$ cat src/rtl/matrix_vector_multiply_macros.svh
// ----------------------------------------------------------------------------
// Assertion macros for the matrix-vector multiply block
// Shared clocking and reset handling for concurrent checks.
// ----------------------------------------------------------------------------
`ifndef MATRIX_VECTOR_MULTIPLY_MACROS_SVH
`define MATRIX_VECTOR_MULTIPLY_MACROS_SVH

// The consequent must hold in the same cycle as the antecedent.
`define MVM_ASSERT_SAME(lbl, ante, cons, msg) \
  lbl: assert property (@(posedge clk) disable iff (rst) (ante) |-> (cons)) \
    else $error(msg);

// The consequent must hold in the cycle after the antecedent.
`define MVM_ASSERT_NEXT(lbl, ante, cons, msg) \
  lbl: assert property (@(posedge clk) disable iff (rst) (ante) |=> (cons)) \
    else $error(msg);

`endif

$ cat src/rtl/mvm_vec_store.sv
// ----------------------------------------------------------------------------
// mvm_vec_store
// Vector element memory: one write port, one registered read port.
// ----------------------------------------------------------------------------
`timescale 1ns / 1ps
`default_nettype none

module mvm_vec_store #(
  parameter int DEPTH = 256,
  parameter int AW    = 8,
  parameter int DW    = 16
) (
  input  logic          clk,
  input  logic          we,
  input  logic [AW-1:0] waddr,
  input  logic [DW-1:0] wdata,
  input  logic          re,
  input  logic [AW-1:0] raddr,
  output logic [DW-1:0] rdata
);

  logic [DW-1:0] mem [DEPTH];

  always_ff @(posedge clk) begin
    if (we) begin
      mem[waddr] <= wdata;
    end
  end

  always_ff @(posedge clk) begin
    if (re) begin
      rdata <= mem[raddr];
    end
  end

endmodule

`default_nettype wire

$ cat config.mk
export PLATFORM = sky130hd
export DESIGN_NAME = mvm_vec_store
export DESIGN_NICKNAME = d
export VERILOG_FILES = /design/src/rtl/matrix_vector_multiply_macros.svh /design/src/rtl/mvm_vec_store.sv
export SDC_FILE = /design/constraint.sdc
export NUM_CORES = 2
export LEC_CHECK = 0
export BUFFER_PORTS_ARGS = -buffer_cell sky130_fd_sc_hd__buf_2
export CORE_AREA = 2 2 531 533
export CTS_CLUSTER_SIZE = 10
export DETAILED_ROUTE_END_ITERATION = 12
export DIE_AREA = 0 0 533 535
export PLACE_DENSITY = 0.75
export SLEW_MARGIN = 20
export SYNTH_ARGS = -nofsm -noshare
export SYNTH_HDL_FRONTEND = slang
export SYNTH_SLANG_ARGS = --single-unit
$ cat constraint.sdc
create_clock -name clk -period 2.84 [get_ports clk]
set_input_delay 0.568 -clock clk [delete_from_list [all_inputs] [get_ports clk]]
set_output_delay 0.568 -clock clk [all_outputs]
set_load 0.02 [all_outputs]
==> out/metrics.csv <==
stage,metric,value,unit
worst_setup_path,required time worst endpoint,3600,ps
hold_path,Hold Path Class,in2reg,
sta,Hold Fails Final Rpt,0,
clocking,H-tree Lvls,5,
clocking,clk buf depth,4,
sta,post-route setup TNS,-106.4,ps
routing,drt first pass iters,6,
cells_and_area,multi-input logic area,32950,µm²
floorplan,die area,285200,µm²
clocking,CTS Buf Count,456,
clocking,Skew-Pair Late Insertion Delay,950,ps
sta,RSZ-0062 raised after global routing,yes,
routing,Starting DRT DRC Count,13310,
sta,Worst slew margin,43.60,%
logic_synthesis,synth unique cells,51,
worst_setup_path,Worst EP arrival,3660,ps
routing,Vias per Instance,6.858,
routing,wire per inst,35.34,µm
logic_synthesis,Area contributors post-synth,"edfxtp_1 (78%), mux4_2 (11%), mux2i_1 (3.6%)",
sta,Slew Limit Fails,0,
worst_setup_path,critical path's slowest cell,a21oi_1,
clocking,TritonCTS clock tree,yes,
sta,min cycle time layout,2906,ps
floorplan,initial core utilization,56.96,%
cells_and_area,FF/Latch Area,123500,µm²
placed_design,setup slack at placement,-1170,ps
placed_design,placed cell count,11700,
logic_synthesis,post-synthesis cell count,7360,
worst_setup_path,CP endpoint kind,flop,
floorplan,Site Rows,194,
clocking,Clock Sinks,4112,
global_route,vias in the first global route,84220,
power,Max VDD drop,0.5611,mV
sta,PnR worst setup slack,-65.87,ps
floorplan,chip height,535,µm
logic_synthesis,Synth Warn #,0,
global_route,largest net degree at the start of global routing,93,
routing,Routed Antenna Nets,0,
floorplan,core footprint,278900,µm²
global_route,GRT Residual Overflow,0,
logic_synthesis,"Async S/R FF share, synth",0,%
cells_and_area,final std cells w/o fill,12230,
status,failing checks,negative setup slack,
power,P_leak,59.83,nW
global_route,global-route wire length before repair,613000,µm
clocking,clock-pin slew on the worst setup and hold paths,50,ps
logic_synthesis,top_reg_cell synth,edfxtp_1,
sta,Fin Clk Skew,53.70,ps
job,Max Cap Viol,0,
cells_and_area,most frequent cells in the layout,"edfxtp_1 (4112), mux4_2 (797), buf_4 (760), mux2i_1 (565), clkbuf_16 (459)",
placed_design,GP Congestion,0.9372,
logic_synthesis,post-synth top area cell,edfxtp_1,
sta,max frequency,0.3441,GHz
worst_setup_path,Worst path most repeated cell,buf_12,
floorplan,# IOs,51,
global_route,Tot GR Track Use,30.18,%
routing,Vias,83860,
worst_setup_path,crit-path cells,"buf_12, buf_12, buf_12, buf_4, mux2i_1, o221ai_1, o22ai_1, a21oi_1, nand4_1, nor4_1",
worst_setup_path,kind of critical path,in2reg,
cells_and_area,P&R area growth vs syn,16.16,%
worst_setup_path,cells on worst reg2reg path,6,
floorplan,Die Width,533,µm
cells_and_area,layout net count,8471,
status,status,"finished, violations left",
sta,Slew @ Worst Pin,846.0,ps
routing,# DRC,0,
logic_synthesis,sequential area share after synthesis,77.72,%
clocking,# hold bufs at CTS,0,
cells_and_area,"most common cell after layout, fill and taps aside",edfxtp_1,
placed_design,port bufs,50,
logic_synthesis,syn_nets,7395,
logic_synthesis,Seq cells post-synth,4112,
worst_setup_path,crit-path max cell delay,510,ps
hold_path,Min-Delay Path Depth,1,
clocking,"Setup Fix Bufs, Post-CTS",0,
sta,hold slack,45.90,ps
worst_setup_path,Worst setup SP type,input port,
routing,Total Routed Length,432200,µm
cells_and_area,layout cell share with drive strength beyond 1,29.43,%
sta,final setup violation count,2,
logic_synthesis,synthesized area per cell,21.59,µm²
placed_design,HPWL after DPL,262200,µm
logic_synthesis,area of the mapped netlist,158900,µm²
logic_synthesis,Synth top area share,77.72,%
clocking,root buffer selected by CTS,clkbuf_16,
worst_setup_path,crit path max fanout,23,
cells_and_area,fillcell total,16750,
global_route,initial antenna violation count,31,
logic_synthesis,number of synthesized flops with an enable pin,4112,
power,pwr dens,675.6,nW/µm²
sta,crit share post-route,102.3,%
==> area by class of cell <==
| type | count | share of cell area (%) |
|---|---|---|
| flip-flops and latches | 4112 | 66.91 |
| multi-input cells | 2792 | 17.85 |
| clock buffers | 477 | 6.260 |
| repair buffers | 1070 | 6.155 |
| well taps | 3724 | 2.525 |
| clock inverters | 26 | 0.2509 |
| diodes | 23 | 0.03119 |
| inverters | 4 | 0.01492 |
==> state kept, by name, indices dropped and copies added, names as in the netlist <==
| signal | count |
|---|---|
| rdata | 16 |
| mem | 4096 |
==> per-layer routing <==
metal | vias to the layer above | track usage (%) | wire length, µm
li1 | 33220 | - | -
met1 | 43610 | 40.33 | 149800
met2 | 5957 | 47.08 | 206800
met3 | 1052 | 7.301 | 52950
met4 | 18 | 14.86 | 22490
met5 | - | 0 | 120
==> worst max-delay path, delay by kind of cell <==
family | cells | cell delay (ps)
buffers and inverters | 4 | 1170
AOI/OAI and AO/OA | 3 | 980
muxes | 1 | 150
and+or+nand+nor | 2 | 660
==> cells in the mapped netlist, drive strengths merged, types with 21 or more instances <==
cell type	count
a22oi	43
nor3	92
o22ai	148
buf	222
mux2	88
o32ai	21
a21oi	175
nand4	26
o221ai	253
clkbuf	230
nor2	304
nand2	38
mux2i	565
edfxtp	4112
nand3	35
a221oi	28
a22o	32
mux4	797
o21ai	38
==> path summary, 6_finish.rpt <==
| check | start | to | slack [ps] |
|---|---|---|---|
| max | raddr[0] | rdata[3] | -70 |
| min | wdata[7] | mem[55][7] | 50 |
| max reg2reg | mem[26][12] | rdata[12] | 30 |
| min reg2reg | mem[208][13] | rdata[13] | 1200 |
==> stage by stage <==
stage	instance area, µm²	utilization, %	total power, mW
after global placement	172300	61.79	75.11
after CTS	184400	66.13	124.9
after detailed placement	172300	61.79	75.29
final	184500	66.17	124.7
after global routing	184500	66.16	127.3
after floorplan	158900	-	71.60
==> timing repair <==
item | in CTS | in global routing
endpoints found under the setup margin | 9 | 7
pin swaps | 0 | 3
resized for setup | 14 | 12
==> where the power goes <==
group          internal [mW]  leakage [nW]  switching, mW
combinational           2.77          17.0           4.44
clock                   28.5          5.87           21.9
sequential              67.0          37.0          0.105
==> cells by family after synthesis <==
| logic type | Yosys count | synth area share [%] |
|---|---|---|
| simple gates | 556 | 1.573 |
| compound gates | 786 | 3.534 |
| flops | 4112 | 77.72 |
| buf+inv | 456 | 1.692 |
| mux | 1450 | 15.48 |
Note: power is estimated with default switching activity, not from simulation.
