### src/rtl/matrix_vector_multiply_macros.svh
// ----------------------------------------------------------------------------
// Assertion macros for the matrix-vector multiply block
// Shared clocking and reset handling for concurrent checks.
// ----------------------------------------------------------------------------
`ifndef MATRIX_VECTOR_MULTIPLY_MACROS_SVH
`define MATRIX_VECTOR_MULTIPLY_MACROS_SVH

// The consequent must hold in the same cycle as the antecedent.
`define MVM_ASSERT_SAME(lbl, ante, cons, msg) \
  lbl: assert property (@(posedge clk) disable iff (rst) (ante) |-> (cons)) \
    else $error(msg);

// The consequent must hold in the cycle after the antecedent.
`define MVM_ASSERT_NEXT(lbl, ante, cons, msg) \
  lbl: assert property (@(posedge clk) disable iff (rst) (ante) |=> (cons)) \
    else $error(msg);

`endif

### src/rtl/mvm_pkg.sv
// ----------------------------------------------------------------------------
// mvm_pkg
// Types and constants shared by the matrix-vector multiply modules.
// ----------------------------------------------------------------------------
`timescale 1ns / 1ps
`default_nettype none

package mvm_pkg;

  localparam int VALUE_WIDTH   = 16;
  localparam int SUM_WIDTH     = 48;
  localparam int ROW_WIDTH     = 8;
  localparam int DIM_REG_WIDTH = 9;
  localparam int APB_AW        = 3;
  localparam int APB_DW        = 32;

  typedef enum logic {
    KindVector = 1'b0,
    KindMatrix = 1'b1
  } mvm_kind_t;

  // Register index, taken from paddr[2].
  typedef enum logic {
    RegNumRows = 1'b0,
    RegNumCols = 1'b1
  } mvm_reg_t;

  typedef struct packed {
    mvm_kind_t                     kind;
    logic signed [VALUE_WIDTH-1:0] value;
  } mvm_item_t;

  typedef struct packed {
    logic [ROW_WIDTH-1:0]        row_index;
    logic signed [SUM_WIDTH-1:0] sum;
    logic                        last_row;
  } mvm_result_t;

  // Bookkeeping that travels down the pipeline with each beat.
  typedef struct packed {
    logic                 is_matrix;
    logic                 row_end;
    logic                 last_row;
    logic [ROW_WIDTH-1:0] row_index;
  } mvm_tag_t;

endpackage

`default_nettype wire

### src/rtl/mvm_ctrl.sv
// ----------------------------------------------------------------------------
// mvm_ctrl
// Write pointer, column and row counters; tags each accepted beat.
// ----------------------------------------------------------------------------
`timescale 1ns / 1ps
`default_nettype none

module mvm_ctrl #(
  parameter int MAX_DIM = 256,
  parameter int IDX_W   = 8
) (
  input  logic                                clk,
  input  logic                                rst,
  input  logic                                accept,
  input  mvm_pkg::mvm_item_t                  item,
  input  logic [mvm_pkg::DIM_REG_WIDTH-1:0]   num_rows,
  input  logic [mvm_pkg::DIM_REG_WIDTH-1:0]   num_cols,
  output logic                                we,
  output logic [IDX_W-1:0]                    waddr,
  output logic [IDX_W-1:0]                    raddr,
  output mvm_pkg::mvm_tag_t                   tag
);

  import mvm_pkg::*;

  localparam int DIM_W = $clog2(MAX_DIM + 1);
  localparam int EW    = (DIM_W > DIM_REG_WIDTH) ? DIM_W : DIM_REG_WIDTH;

  logic [IDX_W-1:0] wp, wp_next;
  logic [IDX_W-1:0] col, col_next;
  logic [IDX_W-1:0] row, row_next;
  logic [EW-1:0]    rows_eff, cols_eff;
  logic [EW-1:0]    wp_inc, col_inc, row_inc;
  logic             col_end, last;
  logic [IDX_W+ROW_WIDTH-1:0] row_wide;

  function automatic logic [EW-1:0] eff_dim(input logic [DIM_REG_WIDTH-1:0] r);
    logic [EW-1:0] w;
    w = EW'(r);
    if (r == '0) begin
      return EW'(1);
    end else if (w > EW'(MAX_DIM)) begin
      return EW'(MAX_DIM);
    end
    return w;
  endfunction

  always_comb begin
    rows_eff = eff_dim(num_rows);
    cols_eff = eff_dim(num_cols);
    wp_inc   = EW'(wp) + EW'(1);
    col_inc  = EW'(col) + EW'(1);
    row_inc  = EW'(row) + EW'(1);
    col_end  = (col_inc >= cols_eff);
    last     = (row_inc >= rows_eff);
    row_wide = {{ROW_WIDTH{1'b0}}, row};

    wp_next  = wp;
    col_next = col;
    row_next = row;
    we       = 1'b0;
    if (accept) begin
      if (item.kind == KindVector) begin
        we       = 1'b1;
        wp_next  = (wp_inc >= cols_eff) ? '0 : wp_inc[IDX_W-1:0];
        col_next = '0;
        row_next = '0;
      end else begin
        col_next = col_end ? '0 : col_inc[IDX_W-1:0];
        if (col_end) begin
          row_next = last ? '0 : row_inc[IDX_W-1:0];
        end
      end
    end

    waddr         = wp;
    raddr         = col;
    tag.is_matrix = (item.kind == KindMatrix);
    tag.row_end   = col_end;
    tag.last_row  = last;
    tag.row_index = row_wide[ROW_WIDTH-1:0];
  end

  always_ff @(posedge clk) begin
    if (rst) begin
      wp  <= '0;
      col <= '0;
      row <= '0;
    end else begin
      wp  <= wp_next;
      col <= col_next;
      row <= row_next;
    end
  end

endmodule

`default_nettype wire

### config.mk
export PLATFORM = sky130hd
export DESIGN_NAME = mvm_ctrl
export DESIGN_NICKNAME = d
export VERILOG_FILES = /design/src/rtl/matrix_vector_multiply_macros.svh /design/src/rtl/mvm_pkg.sv /design/src/rtl/mvm_ctrl.sv
export SDC_FILE = /design/constraint.sdc
export NUM_CORES = 1
export LEC_CHECK = 0
export BUFFER_PORTS_ARGS = -buffer_cell sky130_fd_sc_hd__buf_2
export CORE_MARGIN = 5
export CORE_UTILIZATION = 40
export DETAILED_ROUTE_END_ITERATION = 8
export PLACE_DENSITY_LB_ADDON = 0.3
export SYNTH_ARGS = -nofsm -noshare
export SYNTH_HDL_FRONTEND = slang
export SYNTH_SLANG_ARGS = --single-unit
### constraint.sdc
create_clock -name clk -period 6.77 [get_ports clk]
set_input_delay 1.354 -clock clk [delete_from_list [all_inputs] [get_ports clk]]
set_output_delay 1.354 -clock clk [all_outputs]
set_load 0.1 [all_outputs]
==> flow_metrics.env <==
export IMPL_slowest_delay_ps=520
export IMPL_grt_setup_unrepaired="no"
export IMPL_clock_tree_root_cell="sky130_fd_sc_hd__clkbuf_8"
export IMPL_layout_nets=380
export IMPL_min_delay_path_depth=2
export IMPL_p_total_uw=325
export IMPL_synth_largest_type_area_fraction_pct=22.7
export IMPL_area_growth_syn_to_layout_pct=15.7
export IMPL_p_per_area_mw_per_mm2=133
export IMPL_critical_path_endpoint_type="output pin"
export IMPL_syn_nets=334
export IMPL_post_cts_resized=0
export IMPL_timing_final_max_slew_violations=0
export IMPL_layout_drive_gt1_share_pct=19.6
export IMPL_clkSinkCount=24
export IMPL_synth_area_mux_share_pct=1.07
export IMPL_synth_top_cell_by_area="sky130_fd_sc_hd__dfxtp_1"
export IMPL_power_leakage_nw=1.23
export IMPL_ys_top_cells_by_area="sky130_fd_sc_hd__dfxtp_1 23%, sky130_fd_sc_hd__ha_1 18%, sky130_fd_sc_hd__nand2_1 6.2%"
export IMPL_dp_hpwl_um=4050
export IMPL_synth_cell_types=48
export IMPL_fp_row_count=26
export IMPL_maxCapViolCount=0
export IMPL_layout_core_utilization_pct=47.9
export IMPL_synth_fa_ha_area_share_pct=18.2
export IMPL_fill_cells=531
export IMPL_number_of_antenna_violations_at_the_first_check_in_global_routing=0
export IMPL_route_antenna_remaining_nets=0
export IMPL_dpl_cell_area_mm2=0.00239
export IMPL_criticalPathCategory="input port to output pin"
export IMPL_hp_class="register to register"
export IMPL_number_of_enable_flip_flop_cells_after_synthesis=0
export IMPL_buffers_inserted_by_post_cts_timing_repair=0
export IMPL_path_clk_slew_ps=90
export IMPL_routed_wl_um=4900
export IMPL_synth_seq_cells=24
export IMPL_reg_to_reg_startpoint="raddr[0]"
export IMPL_synth_seq_area_share_pct=22.7
export IMPL_combinationalPowerShare_pct=24.7
export IMPL_switching_share_pct=32.6
export IMPL_synth_warnings=0
export IMPL_crit_required_ps=5420
export IMPL_synth_flop_type="sky130_fd_sc_hd__dfxtp_1"
export IMPL_drc=0
export IMPL_track_usage_pct=15.4
export IMPL_post_synth_inst_count=266
export IMPL_dr_pass1_iters=4
export IMPL_post_route_period_util_pct=83.6
export IMPL_hold_start="waddr[7]"
export IMPL_num_antenna_cells=0
export IMPL_worstMarginPinSlew_ps=722
export IMPL_holdWs_ps=492
export IMPL_pwr_share_clk_pct=30.5
export IMPL_cts_hold_buffers=0
export IMPL_global_route_wire_length_before_repair_um=8420
export IMPL_grt_overflow=0
export IMPL_worst_ir_drop_vdd_v=0.0000637
export IMPL_grt_start_max_net_pins=14
export IMPL_r2r_cells=11
export IMPL_wire_per_inst_um=12.9
export IMPL_cp_data_arrival_time_ps=4310
export IMPL_worst_slew_margin_rel_pct=51.8
export IMPL_initial_utilization_pct=41.4
export IMPL_p_sw_uw=106
export IMPL_synth_compound_area_share_pct=20.2
export IMPL_vias_per_cell=5.38
export IMPL_final_setup_viols=0
export IMPL_final_min_clock_period_ps=5660
export IMPL_worst_setup_skew_after_layout_ps=3.18
export IMPL_clock_fmax_mhz=177
export IMPL_critical_path_cell_chain="buf_2, or4_1, nor2_1, ha_1, mux2_2, ha_1, nand2b_1, a211oi_1, nor4_1, o21ai_0, nand2b_1, a21o_1, buf_2"
export IMPL_cts_inserted_buffers=3
export IMPL_final_area_mm2=0.00244
export IMPL_number_of_global_route_vias_before_repair=1934
export IMPL_outcome="completed"
export IMPL_syn_area_per_cell_um2=7.94
export IMPL_die_height_um=82.7
export IMPL_synthXorXnorAreaFrac_pct=6.63
export IMPL_synth_simple_area_share_pct=26.2
export IMPL_die_area_mm2=0.00684
export IMPL_h_tree_depth=1
export IMPL_i_o_pin_cnt=66
export IMPL_insertion_delay_ps=270
export IMPL_hold_viol=0
export IMPL_worst_path_max_delay_cell="sky130_fd_sc_hd__or4_1"
export IMPL_setup_tns_ps=0
export IMPL_share_seq_of_total_power_pct=44.8
export IMPL_worst_setup_path_endpoint="tag[9]"
export IMPL_via_count=2048
export IMPL_drt_initial_drc_count=85
export IMPL_netlist_area_mm2=0.00211
export IMPL_power_internal_uw=219
export IMPL_synth_top_family_by_area="simple AND/OR/NAND/NOR gates"
export IMPL_critPathMaxFanout=8
export IMPL_reg2reg_slack_ps=3590
export IMPL_startpoint="num_cols[4]"
export IMPL_design_core_area_mm2=0.00511
export IMPL_die_width_um=82.7
export IMPL_portBuffers=49
export IMPL_clockBufferDepth=2
export IMPL_reg2reg_to="row[2]"
export IMPL_cts_tree="built"
export IMPL_place_gp_congestion=0.850
export IMPL_asyncSetResetFlopFracSynth_pct=0
export IMPL_timing_critical_path_from_type="input port"
cell usage in the layout, fill, tap and decap left out, types with 3 or more instances in the layout:
cell type and count:
sky130_fd_sc_hd__buf_2 49, sky130_fd_sc_hd__nand2_1 35, sky130_fd_sc_hd__ha_1 30, sky130_fd_sc_hd__dfxtp_1 24, sky130_fd_sc_hd__nor2_1 22, sky130_fd_sc_hd__nand3_1 18, sky130_fd_sc_hd__inv_1 13, sky130_fd_sc_hd__a21oi_1 13
sky130_fd_sc_hd__xnor2_1 10, sky130_fd_sc_hd__a22o_1 8, sky130_fd_sc_hd__xor2_1 6, sky130_fd_sc_hd__o21ai_0 6, sky130_fd_sc_hd__o2111ai_1 6, sky130_fd_sc_hd__nor3_1 5, sky130_fd_sc_hd__nand2b_1 5, sky130_fd_sc_hd__and3_1 4
sky130_fd_sc_hd__or4_1 4, sky130_fd_sc_hd__clkbuf_8 4, sky130_fd_sc_hd__or2_2 3, sky130_fd_sc_hd__nor4_1 3, sky130_fd_sc_hd__a21o_1 3, sky130_fd_sc_hd__o211ai_1 3, sky130_fd_sc_hd__a31oi_1 3
synthesized netlist by cell type, types with 5 or more instances:
library cell,instances
sky130_fd_sc_hd__nand2_1,35
sky130_fd_sc_hd__ha_1,30
sky130_fd_sc_hd__dfxtp_1,24
sky130_fd_sc_hd__nor2_1,22
sky130_fd_sc_hd__nand3_1,18
sky130_fd_sc_hd__a21oi_1,13
sky130_fd_sc_hd__inv_1,13
sky130_fd_sc_hd__xnor2_1,10
sky130_fd_sc_hd__a22o_1,8
sky130_fd_sc_hd__o2111ai_1,6
sky130_fd_sc_hd__o21ai_0,6
sky130_fd_sc_hd__xor2_1,6
sky130_fd_sc_hd__nand2b_1,5
sky130_fd_sc_hd__nor3_1,5
area by class of cell:
cell class / count / area [µm²] / share of cell area (%)
multi-input cells: 221 / 1530 / 62.5
flip-flops and latches: 24 / 480 / 19.7
repair buffers: 49 / 245 / 10.0
clock buffers: 4 / 55.1 / 2.25
inverters: 13 / 48.8 / 2.00
well taps: 70 / 87.6 / 3.58
sequential cells by signal, summed over array words and instances (netlist names):
| signal | count |
|---|---|
| waddr | 8 |
| raddr | 8 |
| row | 8 |
cells by family (layout without fill, tap and decap cells):
kind of cell	after synthesis	in the layout
XOR/XNOR	16	16
multiplexers	2	2
AND/OR/NAND/NOR	112	112
flip-flops	24	24
adder cells (fa/ha/maj)	31	31
buffers and inverters	21	66
AO/OA/AOI/OAI	60	60
metrics by stage:
step                      setup WS (ps)  instances
after floorplan                    1400        266
after global placement             1110        377
after detailed placement           1100        377
after CTS                          1090        381
after global routing                911        381
final                              1110        381
worst min path at each step:
stage          slack [ps]        to
2_1_floorplan         890  waddr[7]
3_3_place_gp          480  waddr[7]
3_5_place_dp          490  waddr[7]
4_1_cts               500  waddr[7]
5_1_grt               530  waddr[7]
6_report              490  waddr[7]
power by group through the flow:
stage                     clock network (mW)  logic [mW]  registers [mW]
after floorplan                            0      0.0508           0.161
after global placement                     0      0.0795           0.149
after detailed placement                   0      0.0801           0.149
after CTS                              0.103      0.0808           0.146
after global routing                   0.109      0.0896           0.146
final                                 0.0992      0.0804           0.146
metal layers:
layer | share of wire, % | wire [µm] | GRT usage (%) | vias to the layer above
met5 | 0 | 0 | 0 | -
met4 | 1.8 | 87 | 5.88 | 0
met3 | 6.4 | 312 | 2.39 | 7
met2 | 44 | 2140 | 24.8 | 60
met1 | 48 | 2360 | 20.6 | 920
li1 | - | - | - | 1061
critical path: cells and delay by family:
family	cells	cell delay (ps)
buffers and inverters	2	390
AND/OR/NAND/NOR	5	970
multiplexers	1	340
AO/OA/AOI/OAI	3	680
adder cells (fa/ha/maj)	2	580
(Power assumes the default switching activity.)
