**config.mk**
```make
export PLATFORM = sky130hd
export DESIGN_NAME = mvm_mac
export DESIGN_NICKNAME = d
export VERILOG_FILES = /design/src/rtl/mvm_pkg.sv /design/src/rtl/mvm_mac.sv
export VERILOG_INCLUDE_DIRS = /design/src /design/src/rtl
export SDC_FILE = /design/constraint.sdc
export NUM_CORES = 1
export LEC_CHECK = 0
export BUFFER_PORTS_ARGS = -buffer_cell sky130_fd_sc_hd__buf_4
export CAP_MARGIN = 20
export CORE_UTILIZATION = 45
export DETAILED_ROUTE_END_ITERATION = 16
export SYNTH_ARGS = -nofsm -noshare
export SYNTH_HDL_FRONTEND = slang
export SYNTH_SLANG_ARGS = --single-unit
```
**constraint.sdc**
```tcl
create_clock -name clk -period 8.5 [get_ports clk]
set_clock_uncertainty 0.1 [all_clocks]
set_input_delay 2.125 -clock clk [delete_from_list [all_inputs] [get_ports clk]]
set_output_delay 2.125 -clock clk [all_outputs]
set_load 0.03 [all_outputs]
```
**src/rtl/matrix_vector_multiply_macros.svh**
```systemverilog
// ----------------------------------------------------------------------------
// Assertion macros for the matrix-vector multiply block
// Shared clocking and reset handling for concurrent checks.
// ----------------------------------------------------------------------------
`ifndef MATRIX_VECTOR_MULTIPLY_MACROS_SVH
`define MATRIX_VECTOR_MULTIPLY_MACROS_SVH

// The consequent must hold in the same cycle as the antecedent.
`define MVM_ASSERT_SAME(lbl, ante, cons, msg) \
  lbl: assert property (@(posedge clk) disable iff (rst) (ante) |-> (cons)) \
    else $error(msg);

// The consequent must hold in the cycle after the antecedent.
`define MVM_ASSERT_NEXT(lbl, ante, cons, msg) \
  lbl: assert property (@(posedge clk) disable iff (rst) (ante) |=> (cons)) \
    else $error(msg);

`endif

```
**src/rtl/mvm_pkg.sv**
```systemverilog
// ----------------------------------------------------------------------------
// mvm_pkg
// Types and constants shared by the matrix-vector multiply modules.
// ----------------------------------------------------------------------------
`timescale 1ns / 1ps
`default_nettype none

package mvm_pkg;

  localparam int VALUE_WIDTH   = 16;
  localparam int SUM_WIDTH     = 48;
  localparam int ROW_WIDTH     = 8;
  localparam int DIM_REG_WIDTH = 9;
  localparam int APB_AW        = 3;
  localparam int APB_DW        = 32;

  typedef enum logic {
    KindVector = 1'b0,
    KindMatrix = 1'b1
  } mvm_kind_t;

  // Register index, taken from paddr[2].
  typedef enum logic {
    RegNumRows = 1'b0,
    RegNumCols = 1'b1
  } mvm_reg_t;

  typedef struct packed {
    mvm_kind_t                     kind;
    logic signed [VALUE_WIDTH-1:0] value;
  } mvm_item_t;

  typedef struct packed {
    logic [ROW_WIDTH-1:0]        row_index;
    logic signed [SUM_WIDTH-1:0] sum;
    logic                        last_row;
  } mvm_result_t;

  // Bookkeeping that travels down the pipeline with each beat.
  typedef struct packed {
    logic                 is_matrix;
    logic                 row_end;
    logic                 last_row;
    logic [ROW_WIDTH-1:0] row_index;
  } mvm_tag_t;

endpackage

`default_nettype wire

```
**src/rtl/mvm_mac.sv**
```systemverilog
// ----------------------------------------------------------------------------
// mvm_mac
// Operand, product and accumulate stages with the result register.
// ----------------------------------------------------------------------------
`timescale 1ns / 1ps
`default_nettype none

`include "matrix_vector_multiply_macros.svh"

module mvm_mac (
  input  logic                                clk,
  input  logic                                rst,
  input  logic                                accept,
  input  mvm_pkg::mvm_tag_t                   tag_in,
  input  logic signed [mvm_pkg::VALUE_WIDTH-1:0] a_in,
  input  logic [mvm_pkg::VALUE_WIDTH-1:0]     b_rd,
  output logic                                advance,
  output logic                                result_valid,
  input  logic                                result_ready,
  output mvm_pkg::mvm_result_t                result
);

  import mvm_pkg::*;

  logic                            s1_valid;
  mvm_tag_t                        s1_tag;
  logic signed [VALUE_WIDTH-1:0]   s1_a;
  logic                            s2_valid;
  mvm_tag_t                        s2_tag;
  logic signed [2*VALUE_WIDTH-1:0] s2_prod;
  logic signed [SUM_WIDTH-1:0]     acc;
  logic signed [SUM_WIDTH-1:0]     sum;
  logic                            emit;

  always_comb begin
    sum     = acc + SUM_WIDTH'(s2_prod);
    emit    = s2_valid && s2_tag.is_matrix && s2_tag.row_end;
    // Only a row-ending beat needs the result register.
    advance = !(emit && result_valid && !result_ready);
  end

  always_ff @(posedge clk) begin
    if (rst) begin
      s1_valid <= 1'b0;
      s2_valid <= 1'b0;
    end else if (advance) begin
      s1_valid <= accept;
      s2_valid <= s1_valid;
    end
  end

  always_ff @(posedge clk) begin
    if (advance) begin
      s1_tag  <= tag_in;
      s1_a    <= a_in;
      s2_tag  <= s1_tag;
      s2_prod <= s1_a * $signed(b_rd);
    end
  end

  always_ff @(posedge clk) begin
    if (rst) begin
      acc <= '0;
    end else if (s2_valid && advance) begin
      if (!s2_tag.is_matrix || s2_tag.row_end) begin
        acc <= '0;
      end else begin
        acc <= sum;
      end
    end
  end

  always_ff @(posedge clk) begin
    if (rst) begin
      result_valid <= 1'b0;
    end else if (emit && advance) begin
      result_valid <= 1'b1;
    end else if (result_ready) begin
      result_valid <= 1'b0;
    end
  end

  always_ff @(posedge clk) begin
    if (emit && advance) begin
      result.row_index <= s2_tag.row_index;
      result.sum       <= sum;
      result.last_row  <= s2_tag.last_row;
    end
  end

  `MVM_ASSERT_NEXT(a_stall_holds_product, s2_valid && !advance,
                   s2_valid && $stable(s2_prod), "product stage moved during a stall")
  `MVM_ASSERT_NEXT(a_emit_loads_result, emit && advance,
                   result_valid, "row end did not load the result register")
  `MVM_ASSERT_NEXT(a_row_end_clears_acc, emit && advance,
                   acc == '0, "accumulator not cleared after a row end")

endmodule

`default_nettype wire

```
==> run summary, run 1 <==
The run finished with clean final reports. The number of resized instances in the post-cts repair step came out at 0. The library cell used as clock root buffer is sky130_fd_sc_hd__clkbuf_16. The post-CTS setup-driven buffer insertion count came out at 0. The count of fill cells added during filler insertion is 3526. Setup violations remaining at the end of the flow were counted as 0. The HPWL after detailed placement is 31.4 mm.

The number of buffers inserted by hold repair at cts came out at 0. The final setup TNS is 0 ns. The number of enable flip-flop cells after synthesis is 127. The detailed-route wire length per cell came out at ~17 microns. At the end of the flow the core is filled with cells to 51.0%. The detail route stage leaves a number of antenna-violating nets equal to 0. The setup slack of the most critical reg-to-reg path is around 1.5 ns. The core region area is approximately 39000 sq um. The number of remaining DRC errors is 0. Among all flip-flop cells after synthesis, the most frequent one is sky130_fd_sc_hd__edfxtp_1. From synthesis to final layout, the design area changed by 11.0%.

TritonCTS created 17 clock buffers. In this run the worst path has a maximum fanout of 16. The antenna diode instance count came out at 0. Setup repair after global routing left no endpoint under its margin.

The ratio of routed vias to standard cells is a little over 5. The total number of vias is 12300. The critical path class is input port to flop. The normalized max-slew margin is a little under two fifths. The maximum clock rate is 127 MHz. The overall die height came out at ~200 microns. The endpoint required time on the critical path is about 8.6 ns.

The synthesized area divided by synthesized cell count came out at between 10 and 15 sq um. The DRC marker count from the first detailed-route iteration is between 700 and 800. The I/O pin count came out at approximately 110. For this run, the total global-route usage over all layers was measured as 21.4%. The floorplan has slightly above 70 rows. The number of global-route vias before repair was between 10000 and 15000. In this run the critical register-to-register path is launched from s1_a[9].

The netlist area before placement came out at 17900 sq um. Tracing the worst setup path back leads to its startpoint at b_rd[7]. The first global-routing pass estimated 68.0 mm of wire. The global route total overflow is 0. The die covers between 40000 and 50000 sq um. The final weighted congestion in routability-driven placement is between 0.9 and 1. The worst setup path is launched from an input port.

The share of layout cells above drive strength 1 is 9.52%. The count of buffers inserted at the top-level ports is around 110. The final critical-path required period is 7.85 ns.

The synthesized netlist net count came out at 2183. The final-report max-slew violation count is 0. The netlist uses 67 different library cells. The max-cap violation count came out at 0. The clock net sink count came out at 178.

The final period utilization came out at between 90 and 100%. The hold violation count in the final report is 0. STA classifies the critical path endpoint as a flop. Entering global routing, the biggest net connects 67 pins.

Counting flops and latches in the post-synthesis netlist gives 178. The H-tree depth came out at 4. The gate count of the mapped netlist came out at about 1700. The number of warnings printed during yosys synthesis came out at 0.

The worst min-delay path category is flop to flop. The arrival time at the worst endpoint is between 7 and 8 ns. The CTS tree is built. At the later pin of the worst-skew pair, clock insertion delay measures roughly 0.46 ns.

The clock slew seen by the registers of the worst setup and hold paths is around 0.07 ns. The top cell types in the final layout, fill and taps aside, are sky130_fd_sc_hd__inv_1 (334), sky130_fd_sc_hd__fa_1 (263), sky130_fd_sc_hd__nand2_1 (170), sky130_fd_sc_hd__ha_1 (129). The sum of routed wire length over all layers is 41.1 mm. The total number of nets in the final design came out at 2265. The library cell used most frequently in the layout, excluding fill and tap cells, is sky130_fd_sc_hd__inv_1. The number of antenna violations at the first check in global routing is 0. The maximum number of buffers from clock root to sink came out at 2. After synthesis, the share of flip-flops with an asynchronous set or reset is 0%.

At the pin with the least slew margin, the transition time is around 0.94 ns. Measured along the x axis, the die boundary spans 201 microns. For this configuration, the core starts out at a cell density of a little under half.

The startpoint of the worst hold path is s2_tag[2]. The first detailed-routing pass took 5 iterations. The portion of the post-synthesis area used by sequential elements is 27.0%.
[path summary, 6_finish.rpt]
check,endpoint,depth (start not counted)
max reg2reg,s2_prod[28],21
min reg2reg,result[51],0
max,s2_prod[28],22
min,result[51],0
[cells by family after synthesis]
group | Yosys count | share of synthesized area, %
buf+inv | 385 | 8.09
fa+ha+maj | 392 | 38.5
xor+xnor | 81 | 3.97
flops | 178 | 27.0
mux | 2 | 0.119
simple gates | 441 | 12.0
compound gates | 265 | 10.4
[critical path, cell delays in order]
cell and delay, ns:
sky130_fd_sc_hd__buf_4 0.25, sky130_fd_sc_hd__nand2_1 0.12, sky130_fd_sc_hd__fa_1 0.56, sky130_fd_sc_hd__inv_1 0.05, sky130_fd_sc_hd__fa_1 0.48, sky130_fd_sc_hd__fa_1 0.61
sky130_fd_sc_hd__fa_1 0.46, sky130_fd_sc_hd__fa_1 0.52, sky130_fd_sc_hd__inv_1 0.06, sky130_fd_sc_hd__fa_1 0.47, sky130_fd_sc_hd__inv_1 0.04, sky130_fd_sc_hd__ha_1 0.36
sky130_fd_sc_hd__nand3_1 0.13, sky130_fd_sc_hd__a211o_1 0.23, sky130_fd_sc_hd__a221o_1 0.27, sky130_fd_sc_hd__o211ai_1 0.15, sky130_fd_sc_hd__o31a_1 0.24, sky130_fd_sc_hd__a41oi_1 0.18
sky130_fd_sc_hd__a21oi_1 0.24, sky130_fd_sc_hd__a21oi_1 0.13, sky130_fd_sc_hd__o21bai_1 0.16, sky130_fd_sc_hd__xor2_1 0.09
[sequential cells by signal, indices dropped and copies added (netlist names)]
| register | flops |
|---|---|
| s2_tag | 11 |
| s1_tag | 11 |
| acc | 48 |
| s1_valid | 1 |
| s2_prod | 32 |
| result | 57 |
| result_valid | 1 |
| s2_valid | 1 |
| s1_a | 16 |
[routing by layer]
metal  routed length (microns)  share of wire (%)  global-route usage [%]  vias up
li1                          -                  -                       -     5782
met1                     19700                 48                    30.0     6150
met2                     18800                 46                    34.0      269
met3                      1760                4.3                    3.82       51
met4                       837                2.0                    6.41        0
met5                         0                  0                       0        -
[synthesized netlist by cell type, drive strengths merged, types with 11 or more instances]
library cell	instances	area share (%)
a21o	28	1.2
nand2b	13	0.45
o21ai	36	1.0
fa	263	29
nand2	170	3.6
a211oi	11	0.57
ha	129	9.0
xor2	26	1.3
xnor2	55	2.7
a21oi	70	2.0
edfxtp	127	21
o21a	11	0.46
dfxtp	51	5.7
a22o	13	0.64
o21bai	11	0.46
nand4	11	0.38
and2	127	4.4
nor2	75	1.6
clkbuf	50	1.0
a22oi	31	1.3
nor3	14	0.39
inv	334	7.0
[layout make-up]
type                            instances  area, sq um  share of cell area [%]
Sequential cell                       178         4830                    24.3
Timing Repair Buffer                  114          876                    4.41
Inverter                              334         1250                    6.31
Multi-Input combinational cell       1181        11600                    58.6
Clock inverter                         15          193                   0.970
Tap cell                              518          648                    3.26
Clock buffer                           17          425                    2.14
[stage by stage]
stage,setup slack [ns],cells,area [sq um],hold WS (ns)
2_1_floorplan,0.588,1744,17900,0.300
3_3_place_gp,0.282,2324,19200,0.301
3_5_place_dp,0.165,2325,19200,0.305
4_1_cts,0.671,2357,19900,0.324
5_1_grt,0.345,2357,19900,0.327
6_report,0.652,2357,19900,0.324
Power of run 1 is left out: the tool's default activity adds up to more than one toggle a clock period on the data nets, which glitch-free logic cannot reach.
==> run 2, diff against run 1 <==
--- a/config.mk
+++ b/config.mk
@@ -6,10 +6,11 @@
 export SDC_FILE = /design/constraint.sdc
 export NUM_CORES = 1
 export LEC_CHECK = 0
-export BUFFER_PORTS_ARGS = -buffer_cell sky130_fd_sc_hd__buf_4
+export BUFFER_PORTS_ARGS = -buffer_cell sky130_fd_sc_hd__buf_2
 export CAP_MARGIN = 20
 export CORE_UTILIZATION = 45
 export DETAILED_ROUTE_END_ITERATION = 16
+export GPL_ROUTABILITY_DRIVEN = 1
 export SYNTH_ARGS = -nofsm -noshare
 export SYNTH_HDL_FRONTEND = slang
 export SYNTH_SLANG_ARGS = --single-unit
==> run 2 against run 1 <==
Via count about the same. Critical path depth unchanged. Count of clock-buffer cells in the layout unchanged. Cell count increased by 0.21%. Sequential share of layout area increased by 0.30 points. Worst setup slack got worse by 0.030 ns. First-iteration DRC count decreased by 13%. Sequential cell count unchanged. Critical endpoint unchanged.
==> run summary, run 2 (synthesized netlist as in run 1, its figures left out) <==
The setup slack of the most critical reg-to-reg path came out at 1.59 ns (+0.06 ns). The post-placement worst setup slack came out at 0.109 ns (-0.0567 ns). Counting flops per register, the top entry is result.

The final core area utilization came out at 50.4% (-0.62 points). The worst setup path is captured at a flop. The clock insertion delay at the later pin of the skew report came out at 0.48 ns (+0.02 ns). The worst hold endpoint is result[55]. The sum of routed wire length over all layers came out at 41.0 mm (-0.17%). The hold violation count in the final report was 0 (unchanged). The critical path startpoint category is an input port. The max-cap violation count came out at 0 (unchanged). The total number of vias came out at 12300 (+0.065%). The HPWL after detailed placement is 31.9 mm (+1.4%).

The number of cell instances on the worst register-to-register path came out at 21 (unchanged). The number of flip-flops in the largest register is 57 (unchanged). The share of layout cells above drive strength 1 is 9.76% (+0.25 points). The DRC marker count from the first detailed-route iteration is 644 (-13%). The number of cells on the worst hold path is 0 (unchanged). The detailed-route wire length per cell came out at 17.4 microns (-0.38%). The combined flip-flop and latch cell area was 4830 sq um (unchanged).

The critical-path maximum fanout is 16 (unchanged). The area of combinational cells with multiple inputs came out at 11600 sq um (unchanged). The tree is rooted in a sky130_fd_sc_hd__clkbuf_16.

The standard cell area after detailed placement came out at 19000 sq um (-1.2%). The clock net sink count came out at 178 (unchanged). The final-report max-slew violation count came out at 0 (unchanged).

The number of resized instances in the post-cts repair step came to 0 (unchanged). The largest registers in the layout are result x57, acc x48, s2_prod x32. The core region area is 38900 sq um (unchanged).

The top cell types in the final layout, fill and taps aside, are sky130_fd_sc_hd__inv_1 (334), sky130_fd_sc_hd__fa_1 (263), sky130_fd_sc_hd__nand2_1 (170), sky130_fd_sc_hd__ha_1 (129). The wire length of the first global-routing pass is 68.2 mm (+0.41%). The initial standard-cell utilization of the core is 46.0% (unchanged). The final setup TNS is 0 ns (unchanged). The die outline area was 40600 sq um (unchanged). TritonCTS built the clock tree.

The remaining number of nets flagged by the antenna check after routing was 0 (unchanged). The iteration count of the initial detailed-routing pass came out at 5 (unchanged). The reg-to-reg critical path startpoint is s1_a[9]. The final period utilization was 92.7% (+0.35 points). The final critical-path required period came out at 7.88 ns (+0.0300 ns). The number of failing setup endpoints in the final timing report is 0 (unchanged). The total number of nets in the final design came to 2270 (+0.22%). The number of remaining DRC errors was 0 (unchanged). The I/O pin count came to 106 (unchanged). The arrival time at the worst endpoint is 8.00 ns (+0.05 ns). The worst setup slack after layout is 0.623 ns (-0.0300 ns). The number of global-route vias before repair is 13000 (+0.29%). The normalized max-slew margin is 35.4% (-1.8 points). The final weighted congestion in routability-driven placement is 0.889 (-3.0%). The antenna diode instance count was 0 (unchanged). The number of buffers added by the clock tree synthesis step came out at 17 (unchanged). The synthesis-to-finish area growth is 9.67%. The library cell used most frequently in the layout, excluding fill and tap cells, is sky130_fd_sc_hd__inv_1. The number of buffers inserted by hold repair at cts came out at 0 (unchanged). The maximum clock rate is 127 MHz (-0.38%). The endpoint required time on the critical path came out at 8.63 ns (+0.02 ns).

The number of antenna violations at the first check in global routing is 0 (unchanged). The actual transition at the worst max-transition pin is 0.969 ns (+0.0276 ns). By startpoint and endpoint, the worst setup path is classified as input port to flop.

Setup repair after global routing left no endpoint under its margin. The count of fill cells added during filler insertion was 3648 (+3.5%). The maximum number of buffers from clock root to sink is 2 (unchanged).

The worst hold path begins at s2_tag[6]. The worst register-to-register path ends at s2_prod[28]. The global route total overflow was 0 (unchanged). The final design instance area without fill came to 19600 sq um (-1.2%).

The worst min-delay path category is flop to flop. The largest net degree at the start of global routing is 75 (+12%). The post-CTS setup-driven buffer insertion count came out at 0 (unchanged). The clock slew seen by the registers of the worst setup and hold paths came out at 0.08 ns (about the same).

The row count came out at 72 (unchanged). The overall die height was 201 microns (unchanged). The ratio of routed vias to standard cells came out at 5.19 (-0.15%).

The horizontal extent of the die is 201 microns (unchanged). The H-tree depth was 4 (unchanged). The count of buffers inserted at the top-level ports came out at 105 (unchanged).

The total track usage is 21.6% (+0.15 points). The run finished with clean final reports.
[run 2: how the worst max path moves through the flow]
stage	cells past startpoint	endpoint	slack (ns)	from
after floorplan	23	s2_prod[28]	0.59	b_rd[1]
after global placement	22	s2_prod[28]	0.21	b_rd[1]
after detailed placement	22	s2_prod[28]	0.11	b_rd[1]
after CTS	22	s2_prod[28]	0.62	b_rd[1]
after global routing	24	s2_prod[28]	0.21	b_rd[1]
final	22	s2_prod[28]	0.62	b_rd[1]
[run 2: per-layer routing]
| metal | wire length (microns) | up-vias | GRT usage, % | share of wire (%) |
|---|---|---|---|---|
| li1 | - | 5785 | - | - |
| met1 | 19200 | 6078 | 29.6 | 47 |
| met2 | 18700 | 340 | 34.6 | 46 |
| met3 | 2400 | 57 | 4.44 | 5.8 |
| met4 | 774 | 0 | 6.22 | 1.9 |
| met5 | 0 | - | 0 | 0 |
[run 2: critical path, cell delays in order]
cell and delay (ns):
sky130_fd_sc_hd__buf_2 0.27, sky130_fd_sc_hd__nand2_1 0.14, sky130_fd_sc_hd__fa_1 0.56, sky130_fd_sc_hd__fa_1 0.52, sky130_fd_sc_hd__fa_1 0.48, sky130_fd_sc_hd__fa_1 0.53, sky130_fd_sc_hd__inv_1 0.06, sky130_fd_sc_hd__fa_1 0.52
sky130_fd_sc_hd__inv_1 0.05, sky130_fd_sc_hd__fa_1 0.47, sky130_fd_sc_hd__inv_1 0.04, sky130_fd_sc_hd__ha_1 0.34, sky130_fd_sc_hd__nand4_1 0.17, sky130_fd_sc_hd__a211o_1 0.30, sky130_fd_sc_hd__a221o_1 0.26, sky130_fd_sc_hd__o211ai_1 0.14
sky130_fd_sc_hd__o31a_1 0.22, sky130_fd_sc_hd__a41oi_1 0.17, sky130_fd_sc_hd__a21oi_1 0.25, sky130_fd_sc_hd__a21oi_1 0.14, sky130_fd_sc_hd__o21bai_1 0.16, sky130_fd_sc_hd__xor2_1 0.08
[run 2: final cells by class]
class / count / area share, %
Multi-Input combinational cell: 1181 / 59.3
Sequential cell: 178 / 24.6
Inverter: 334 / 6.39
Timing Repair Buffer: 119 / 3.32
Tap cell: 518 / 3.30
Clock buffer: 17 / 2.17
Clock inverter: 15 / 0.899
[run 2: metrics by stage]
stage / hold WS (ns) / instances
2_1_floorplan: 0.300 / 1744
3_3_place_gp: 0.301 / 2329
3_5_place_dp: 0.305 / 2330
4_1_cts: 0.321 / 2362
5_1_grt: 0.323 / 2362
6_report: 0.317 / 2362
Power of run 2 is left out for the same reason.
==> run 3, diff against run 2 <==
--- a/config.mk
+++ b/config.mk
@@ -7,7 +7,8 @@
 export NUM_CORES = 1
 export LEC_CHECK = 0
 export BUFFER_PORTS_ARGS = -buffer_cell sky130_fd_sc_hd__buf_2
-export CAP_MARGIN = 20
+export CAP_MARGIN = 40
+export CORE_ASPECT_RATIO = 1.1
 export CORE_UTILIZATION = 45
 export DETAILED_ROUTE_END_ITERATION = 16
 export GPL_ROUTABILITY_DRIVEN = 1
==> run 3 against run 2 <==
Die area hardly changed. Critical path type unchanged. Non-clock buffer count fell by 2. Global-route usage decreased by 0.66 points. Critical path depth is the same.
==> run summary, run 3 (synthesized netlist as in run 1, its figures left out) <==
The combined buffer and inverter count along the critical path is 4 (unchanged). The number of resized instances in the post-cts repair step came out at 0 (unchanged). The number of failing setup endpoints in the final timing report is 0 (unchanged). The DRC marker count from the first detailed-route iteration came out at 679 (+5.4%). The actual transition at the worst max-transition pin came to 0.815 ns (-0.154 ns). In this design, the critical path's most frequently occurring cell is sky130_fd_sc_hd__fa_1. The H-tree depth is 4 (unchanged).

The library cells used most frequently in the layout, excluding fill and tap cells, are sky130_fd_sc_hd__inv_1 (334), sky130_fd_sc_hd__fa_1 (263), sky130_fd_sc_hd__nand2_1 (170), sky130_fd_sc_hd__ha_1 (129). The worst setup path is launched from an input port. The max-cap violation count was 0 (unchanged). The critical path starts at b_rd[1]. The total number of nets in the final design was 2268 (-0.088%). The I/O pin count is 106 (unchanged). The total number of vias is 12100 (-1.3%).

The number of global-route vias before repair came to 12700 (-2.4%). The clock net sink count is 178 (unchanged). The area growth from synthesis to layout is 9.55%. The total track usage was 20.9% (-0.66 points). The count of buffers inserted at the top-level ports was 105 (unchanged). The arrival time at the worst endpoint came out at 8.12 ns (+0.12 ns).

The largest stage delay on the critical path is 0.58 ns (+0.02 ns). The largest net degree at the start of global routing came out at 67 (-11%). The post-placement worst setup slack is 0.0422 ns (-0.0663 ns). STA classifies the critical path endpoint as a flop. The core region area came out at 39200 sq um (+0.67%). The sum of routed wire length over all layers came out at 40.2 mm (-2.1%).

In this run the clock root is driven by a sky130_fd_sc_hd__clkbuf_16. The remaining number of nets flagged by the antenna check after routing came out at 0 (unchanged). The maximum number of buffers from clock root to sink is 2 (unchanged). The hold violation count in the final report is 0 (unchanged). The clock slew seen by the registers of the worst setup and hold paths is 0.08 ns (about the same). The number of buffers inserted by hold repair at cts is 0 (unchanged). The worst hold path begins at s2_tag[8]. The normalized max-slew margin was 45.7% (+10 points). The number of remaining DRC errors came out at 0 (unchanged). The share of layout cells above drive strength 1 was 9.66% (-0.098 points). Among cell families on the critical path, the largest total delay comes from adder cells. The HPWL after detailed placement came out at 31.9 mm (about the same).

The post-CTS setup-driven buffer insertion count came out at 0 (unchanged). The largest registers in the layout are result x57, acc x48, s2_prod x32. The final setup TNS came out at 0 ns (unchanged). The iteration count of the initial detailed-routing pass was 5 (unchanged).

The ratio of routed vias to standard cells came out at 5.15 (-0.81%). The maximum clock rate is 125 MHz (-1.7%). The final critical-path required period was 8.02 ns (+0.138 ns).

The horizontal extent of the die came to 192 microns (-4.6%). The global route total overflow came out at 0 (unchanged). The overall die height came out at 211 microns (+4.8%). Setup repair after global routing left no endpoint under its margin. Ranked by flip-flop count, first place goes to result. TritonCTS built the clock tree.

By startpoint and endpoint, the worst setup path is classified as input port to flop. The detailed-route wire length per cell came out at 17.1 microns (-1.6%). The number of antenna violations at the first check in global routing came to 0 (unchanged). The final-report max-slew violation count came out at 0 (unchanged).

The min-delay analysis places its worst path in the category flop to flop. The flow ran to the end, and the final reports show no timing, DRC or antenna violations. The commonest non-fill, non-tap cell in the layout is sky130_fd_sc_hd__inv_1. The wire length of the first global-routing pass is 65.8 mm (-3.6%).

The die outline area came out at 40600 sq um (about the same). The master of the slowest instance on the critical path is sky130_fd_sc_hd__fa_1. The row count was 76 (+5.6%). The final weighted congestion in routability-driven placement is 0.861 (-3.1%). The reg-to-reg critical path startpoint is s1_a[11].

The number of buffers added by the clock tree synthesis step is 17 (unchanged). The final period utilization is 94.3% (+1.6 points). The endpoint required time on the critical path is 8.60 ns (-0.03 ns).

The worst setup slack after layout came out at 0.485 ns (-0.138 ns). The critical-path maximum fanout came to 16 (unchanged). The clock insertion delay at the later pin of the skew report is 0.46 ns (-0.02 ns). The initial standard-cell utilization of the core came to 45.7% (-0.31 points). The critical path goes through buf_2 > nand2_1 > fa_1 > fa_1 > fa_1 > fa_1 > inv_1 > fa_1 > inv_1 > fa_1 > inv_1 > ha_1 > nand4_1 > a211o_1 > a221o_1 > o211ai_1 > o31a_1 > a41oi_1 > a21oi_1 > a21oi_1 > o21bai_1 > xor2_1. The number of flip-flops in the largest register came out at 57 (unchanged).
==> run 3: final cells by class <==
type | instances | area (sq um)
Antenna cell | 1 | 2.50
Clock buffer | 17 | 425
Clock inverter | 15 | 179
Fill cell | 3611 | 19600
Inverter | 334 | 1250
Multi-Input combinational cell | 1181 | 11600
Sequential cell | 178 | 4830
Tap cell | 507 | 634
Timing Repair Buffer | 117 | 639
==> run 3: per-layer routing <==
layer	wire length [microns]	part of all wire (%)	GRT usage [%]	up-vias
met5	0	0	0	-
li1	-	-	-	5780
met3	1670	4.2	2.71	38
met4	701	1.7	6.68	0
met2	18300	46	33.6	265
met1	19400	48	29.3	6016
==> run 3: per-stage QoR <==
step	hold WS, ns	instances	utilization (%)	cell area, sq um
2_1_floorplan	0.300	1744	-	17900
3_3_place_gp	0.301	2315	48.4	19000
3_5_place_dp	0.307	2317	48.5	19000
4_1_cts	0.326	2349	50.0	19600
5_1_grt	0.332	2349	50.0	19600
6_report	0.324	2350	50.0	19600
==> run 3: path summary, 6_finish.rpt <==
path | to | slack (ns) | cells after the start
min reg2reg | result[0] | 0.32 | 0
min | result[0] | 0.32 | 0
max reg2reg | s2_prod[28] | 1.52 | 21
max | s2_prod[28] | 0.48 | 22
Power of run 3 is left out for the same reason.
